<file path="src/sv/rte_pkg.sv">
// Shared types and constants for the regime transition estimator.
package rte_pkg;

  localparam int unsigned DVD_W = 52;
  localparam int unsigned DVS_W = 37;
  localparam int unsigned CFG_IDX_W = 3;

  localparam logic [CFG_IDX_W-1:0] REG_LEARN_ENABLE = 3'd0;
  localparam logic [CFG_IDX_W-1:0] REG_REGIME_COUNT = 3'd1;
  localparam logic [CFG_IDX_W-1:0] REG_FORGET_FACTOR = 3'd2;
  localparam logic [CFG_IDX_W-1:0] REG_PRIOR_DIAG = 3'd3;
  localparam logic [CFG_IDX_W-1:0] REG_PRIOR_OFF = 3'd4;
  localparam logic [CFG_IDX_W-1:0] REG_UPDATE_INTERVAL = 3'd5;

  localparam logic [12:0] TALLY_MAX = 13'd8191;

  typedef struct packed {
    logic        learn_enable;
    logic [3:0]  regimes;        // active regime count, already clipped
    logic [15:0] forget_factor;
    logic [15:0] prior_diagonal;
    logic [15:0] prior_off_diagonal;
    logic [15:0] update_interval;
  } cfg_t;

  // Classified particle word passed from front to back.
  typedef struct packed {
    logic [2:0] from_regime;
    logic [2:0] to_regime;
    logic       in_range;
    logic       tick_end;
  } word_t;

endpackage

</file>
<file path="src/sv/rte_front.sv">
// Front end: accepts particle words, classifies them and queues them.
module rte_front #(
  parameter int unsigned DEPTH = 4
) (
  input  logic               clk,
  input  logic               rst,
  input  rte_pkg::cfg_t      cfg,
  input  logic               item_valid,
  output logic               item_stall,
  input  logic [2:0]         from_regime,
  input  logic [2:0]         to_regime,
  input  logic               tick_end,
  output logic               q_valid,
  output rte_pkg::word_t     q_word,
  input  logic               q_pop
);

  localparam int unsigned PW = (DEPTH > 1) ? $clog2(DEPTH) : 1;
  localparam int unsigned CW = $clog2(DEPTH + 1);

  rte_pkg::word_t      fifo [DEPTH];
  logic [PW-1:0]       wr_ptr;
  logic [PW-1:0]       rd_ptr;
  logic [CW-1:0]       count;
  logic                accept;
  logic                push;
  rte_pkg::word_t      word_in;

  assign item_stall = (count == CW'(DEPTH));
  assign accept = item_valid && !item_stall;
  // learning disabled: word is taken and dropped
  assign push = accept && cfg.learn_enable;
  assign q_valid = (count != '0);
  assign q_word = fifo[rd_ptr];

  always_comb begin
    word_in.from_regime = from_regime;
    word_in.to_regime = to_regime;
    word_in.in_range = ({1'b0, from_regime} < cfg.regimes) &&
                       ({1'b0, to_regime} < cfg.regimes);
    word_in.tick_end = tick_end;
  end

  always_ff @(posedge clk) begin
    if (push) begin
      fifo[wr_ptr] <= word_in;
    end
  end

  always_ff @(posedge clk) begin
    if (rst) begin
      wr_ptr <= '0;
      rd_ptr <= '0;
      count <= '0;
    end else begin
      if (push) begin
        wr_ptr <= (wr_ptr == PW'(DEPTH - 1)) ? '0 : wr_ptr + 1'b1;
      end
      if (q_pop && q_valid) begin
        rd_ptr <= (rd_ptr == PW'(DEPTH - 1)) ? '0 : rd_ptr + 1'b1;
      end
      count <= count + CW'(push) - CW'(q_pop && q_valid);
    end
  end

endmodule

</file>
<file path="config.mk">
export PLATFORM = sky130hd
export DESIGN_NAME = rte_front
export DESIGN_NICKNAME = d
export VERILOG_FILES = /design/src/sv/rte_pkg.sv /design/src/sv/rte_front.sv
export SDC_FILE = /design/constraint.sdc
export NUM_CORES = 1
export LEC_CHECK = 0
export BUFFER_PORTS_ARGS = -buffer_cell sky130_fd_sc_hd__buf_4
export CELL_PAD_IN_SITES_DETAIL_PLACEMENT = 0
export CELL_PAD_IN_SITES_GLOBAL_PLACEMENT = 1
export CORE_MARGIN = 1.5
export CORE_UTILIZATION = 35
export DETAILED_ROUTE_END_ITERATION = 8
export PLACE_DENSITY = 0.87
export REMOVE_ABC_BUFFERS = 1
export SYNTH_ARGS = -nofsm -noshare
export SYNTH_HDL_FRONTEND = slang
export SYNTH_SLANG_ARGS = --single-unit
</file>
<file path="constraint.sdc">
create_clock -name clk -period 4 [get_ports clk]
set_input_delay 0.2 -clock clk [delete_from_list [all_inputs] [get_ports clk]]
set_output_delay 0.2 -clock clk [all_outputs]
set_load 0.01 [all_outputs]
</file>
# == Yosys cells after proc, flatten, opt, wreduce, memory -nomap -nowiden ==
# Memories as Yosys holds them, arrays and structs flattened. A register that Yosys moved wholly into a read port is not among the register bits.
# Index checks and enable logic that the tools add are counted.
# word_totals
register_bits,7
ram_bits,32
inputBits,80
out_inout_bits,10
wordCells,25
n_memories,1
# classes
add_sub_neg,4
order_cmp,2
n_eq_ne,3
muxes,6
n_reduce_logical,6
# memory_table
name,words,word_bits,read_ports,rd_ports_with_merged_regs,write_ports,line,text
fifo,4,8,1,1,1,rte_front.sv:21,rte_pkg::word_t fifo [DEPTH];
# ops
operator,count
$lt 3x4->1,2
$mux 2,4
$add 2x1->2 const B,2
$eq 2x2->1 const B,2
$logic_and 1x1->1,4
$add 3x1->3,1
$eq 3x3->1 const B,1
$reduce_bool 3->1,1
$sub 3x1->3,1
$mux 1,2
$logic_not 1->1,1

# == Depth between registers and ports, before layout ==
# depth
depth_word,6
mapped_depth,11
depth_no_buf,10

# == Worst setup path after synthesis ==
# No wires, ideal clock.
# synth_path
path_type,flip-flop to flip-flop
startpoint,register count[2]
endpoint,register count[1]
setup_time_ns,0.114
arrival_time_ns,1.893
t_required_ns,3.886
path_slack_ns,1.993
stages_incl_launch_ff,11
n_path_buf,1
synth_period_minus_slack_ns,2.007
cell_sequence,dfxtp_1 > or3b_1 > buf_6 > clkinv_4 > nor2_2 > inv_1 > ha_1 > inv_1 > ha_1 > fa_1 > nor2b_1
# synth_via
elab_chain_len,6
word_cells_on_any_way,8
cone_classes,2 x add/sub; 1 x eq/ne; 5 x reduce/logical
# synth_rtl
element,line,text
from (decl),rte_front.sv:24,logic [CW-1:0] count;
from (signal assigned),rte_front.sv:62,count <= count + CW'(push) - CW'(q_pop && q_valid);
$eq 3x3->1,rte_front.sv:29,assign item_stall = (count == CW'(DEPTH));
via item_stall,rte_front.sv:9,"output logic item_stall,"
$logic_not 1->1,rte_front.sv:30,assign accept = item_valid && !item_stall;
$logic_and 1x1->1,rte_front.sv:30,
$logic_and 1x1->1,rte_front.sv:32,assign push = accept && cfg.learn_enable;
$add 3x1->3,rte_front.sv:62,
$sub 3x1->3,rte_front.sv:62,
# The timed path passes the listed nets, and every way through them passes these cells.
# A chain may end at the register's enable or synchronous reset.

# == Final worst setup path ==
# layout_path
startpoint,register count[1]
endpoint,register count[2]
# layout_via
elab_chain_len,6
word_cells_on_any_way,8
cone_classes,2 x add/sub; 1 x eq/ne; 5 x reduce/logical
# layout_rtl
element,line
$eq 3x3->1,rte_front.sv:29
$logic_not 1->1,rte_front.sv:30
$logic_and 1x1->1,rte_front.sv:30
$logic_and 1x1->1,rte_front.sv:32
$add 3x1->3,rte_front.sv:62
$sub 3x1->3 *,rte_front.sv:62
# Mark *: on every way between the ends. The rest lies on a longest branch, timed or not.

==> impl_metrics.json <==
{
  "vias": 945,
  "synthFlopType": "edfxtp_1",
  "gp_congestion": 0.696,
  "dieWidth_um": 73.8,
  "rows": 25,
  "io_pins": 90,
  "num-fill-cells": 424,
  "tightest_slew_ps": 573,
  "wl_per_cell_um": 14.6,
  "die-area_um2": 5450,
  "worstSetupPathType": "register to register",
  "power_density_nw_per_um2": 542,
  "grt_pass1_vias": 1051,
  "post-dp-hpwl_um": 2210,
  "overflow": 0,
  "netSwitchingFraction": 0.253,
  "areaGrowthSynthToFinish_pct": 21.0,
  "maxSlewViolCount": 0,
  "insertion_delay_ps": 290,
  "grt_pass1_wl_um": 4980,
  "async_reset_ff_frac": 0,
  "rsz0062_at_grt": "false",
  "synth_edf_count": 32,
  "cts_made_buffers": 5,
  "status": "finished, final reports clean",
  "critPathLaunchType": "register",
  "yosysWarnings": 0,
  "setup_viol": 0,
  "maxCapViolCount": 0,
  "layout_setup_ws_ps": 1800,
  "clk_pin_slew_ps": 70,
  "ir_drop_mv": 0.270,
  "post_cts_buffers": 0,
  "pwr-share-comb": 0.240,
  "yosys_register_bits": 41,
  "seq_area_frac_synth": 0.650,
  "clock_path_buffers": 2,
  "power.leakage_nw": 0.807,
  "htreeDepth": 2,
  "seqPwrFrac": 0.471,
  "tns_ps": 0,
  "hp-class": "input port to register",
  "antenna_found_initial": 0,
  "arrival_ps": 2390,
  "clkSinkCount": 41,
  "slew_headroom": 0.617,
  "remaining_drc_errors": 0,
  "clockRootBuffer": "clkbuf_8",
  "cts_resized": 0,
  "initial_utilization": 0.367,
  "dr.pass1.iters": 4,
  "finClkSkew_ps": 5.99,
  "detail-route-antenna-nets": 0,
  "viasPerCell": 4.66,
  "synth.area.top_cells": "edfxtp_1, dfxtp_1, mux4_2, ha_1, inv_1",
  "gr-usage-all-layers": 0.128,
  "die_y_um": 73.8,
  "syn_area_um2": 1750,
  "crit_fanout": 7,
  "postCtsHoldBufs": 0,
  "cts_tree": "done",
  "yosysMostFrequentCell": "edfxtp_1",
  "wirelength_um": 2950,
  "portBuffers": 25,
  "synth_cells": 106,
  "cp-end-kind": "register",
  "min_period_over_period": 0.551,
  "switchingPower_uw": 291,
  "num_antenna_cells": 0,
  "drt_iter0_markers": 48,
  "min_period_ps": 2200,
  "fp.coreArea_um2": 4790,
  "hold_violations": 0,
  "synth_top_area_cell": "edfxtp_1",
  "max_freq_mhz": 454,
  "p_int_uw": 858,
  "syn_avg_cell_area_um2": 16.5,
  "whs_ps": 112,
  "worstPathRequired_ps": 4190,
  "fin_nets": 227,
  "synth_top_area_frac": 0.548,
  "dp_slack_ps": 1800,
  "ys_types": 31,
  "drive_gt1_frac": 0.360,
  "yosys-top-cells-count": "edfxtp_1, ha_1, inv_1",
  "clockPowerShare": 0.290,
  "grt_max_degree": 13
}
==> final timing paths <==
| kind | to | startpoint | cells after the start | slack (ps) |
|---|---|---|---|---|
| worst max-delay path | count[2]$_SDFF_PP0_ | count[1]$_SDFF_PP0_ | 10 | 1800 |
| worst min-delay path | fifo[1][0]$_DFFE_PP_ | tick_end | 1 | 110 |
| worst max register to register | count[2]$_SDFF_PP0_ | count[1]$_SDFF_PP0_ | 10 | 1800 |
| worst min register to register | register | rd_ptr[0]$_SDFFE_PP0N_ | 2 | 500 |
==> area by class of cell <==
cell class / count / area [µm²] / share of cell area
clock inverters: 1 / 30.0 / 0.0142
inverters: 11 / 46.3 / 0.0218
multi-input cells: 51 / 547 / 0.258
repair buffers: 25 / 188 / 0.0884
clock buffers: 7 / 86.3 / 0.0407
well taps: 67 / 83.8 / 0.0395
flip-flops and latches: 41 / 1140 / 0.538
==> cell usage in the layout (no fill, tap or decap) <==
cell	synthesis	final
edfxtp_1	32	32
buf_4	0	25
ha_1	11	11
inv_1	10	10
dfxtp_1	9	9
mux4_2	8	8
clkbuf_8	0	6
and3_2	4	4
o31ai_1	2	2
nand2_1	2	2
nor2b_1	2	2
nand3_1	2	2
a21oi_1	2	2
nor2_1	2	2
xnor2_1	2	2
or3b_1	1	1
clkinv_4	1	1
and2_1	1	1
nor2_2	1	1
a211oi_1	1	1
o211ai_1	1	1
o21a_1	1	1
a31o_2	1	1
or3_2	1	1
nor3_1	1	1
o31ai_2	1	1
or3_1	1	1
mux2i_1	1	1
o21ai_1	1	1
fa_1	1	1
bufinv_16	0	1
clkbuf_1	0	1
==> kinds of logic (layout without fill, tap and decap cells) <==
kind of cell | after synthesis | in the layout | share of synthesized area
muxes | 9 | 9 | 0.108
adders and majority gates | 12 | 12 | 0.0899
AOI/OAI and AO/OA | 10 | 10 | 0.0421
DFF | 41 | 41 | 0.650
buffers and inverters | 14 | 44 | 0.0378
and+or+nand+nor | 18 | 18 | 0.0614
xor gates and xnor gates | 2 | 2 | 0.00999
==> per-layer routing <==
metal	vias to the layer above	global-route usage	wire, µm
li1	454	-	-
met1	463	0.140	1140
met2	21	0.230	1620
met3	7	0.0370	134
met4	0	0.0556	55
met5	-	0	0
==> worst max-delay path, stage by stage, from the launching register on <==
cell and delay (ps):
dfxtp_1 420, or3b_1 290, clkinv_4 90, nor2_2 150
inv_1 60, ha_1 270, inv_1 40, ha_1 180
fa_1 380, xnor2_1 170, nor2_1 50
==> registers in the layout, summed over array words and instances, names as in the netlist, named ones only <==
register  cells
fifo         32
count         3
wr_ptr        2
rd_ptr        2
==> stage by stage <==
| step | utilization | instances | power, mW | instance area [µm²] |
|---|---|---|---|---|
| detailed placement | 0.419 | 195 | 0.833 | 2010 |
| finish | 0.443 | 203 | 1.15 | 2120 |
| global route | 0.443 | 203 | 1.22 | 2120 |
| global placement | 0.419 | 195 | 0.813 | 2010 |
| CTS | 0.443 | 203 | 1.17 | 2120 |
| floorplan | - | 103 | 0.719 | 1730 |
==> power groups by stage <==
stage / clock, mW / combinational, mW / sequential (mW)
after CTS: 0.341 / 0.282 / 0.544
after global placement: 0 / 0.267 / 0.546
after floorplan: 0 / 0.181 / 0.538
final: 0.333 / 0.276 / 0.541
after global routing: 0.353 / 0.313 / 0.549
after detailed placement: 0 / 0.280 / 0.553
Note: power is estimated with default switching activity, not from simulation.
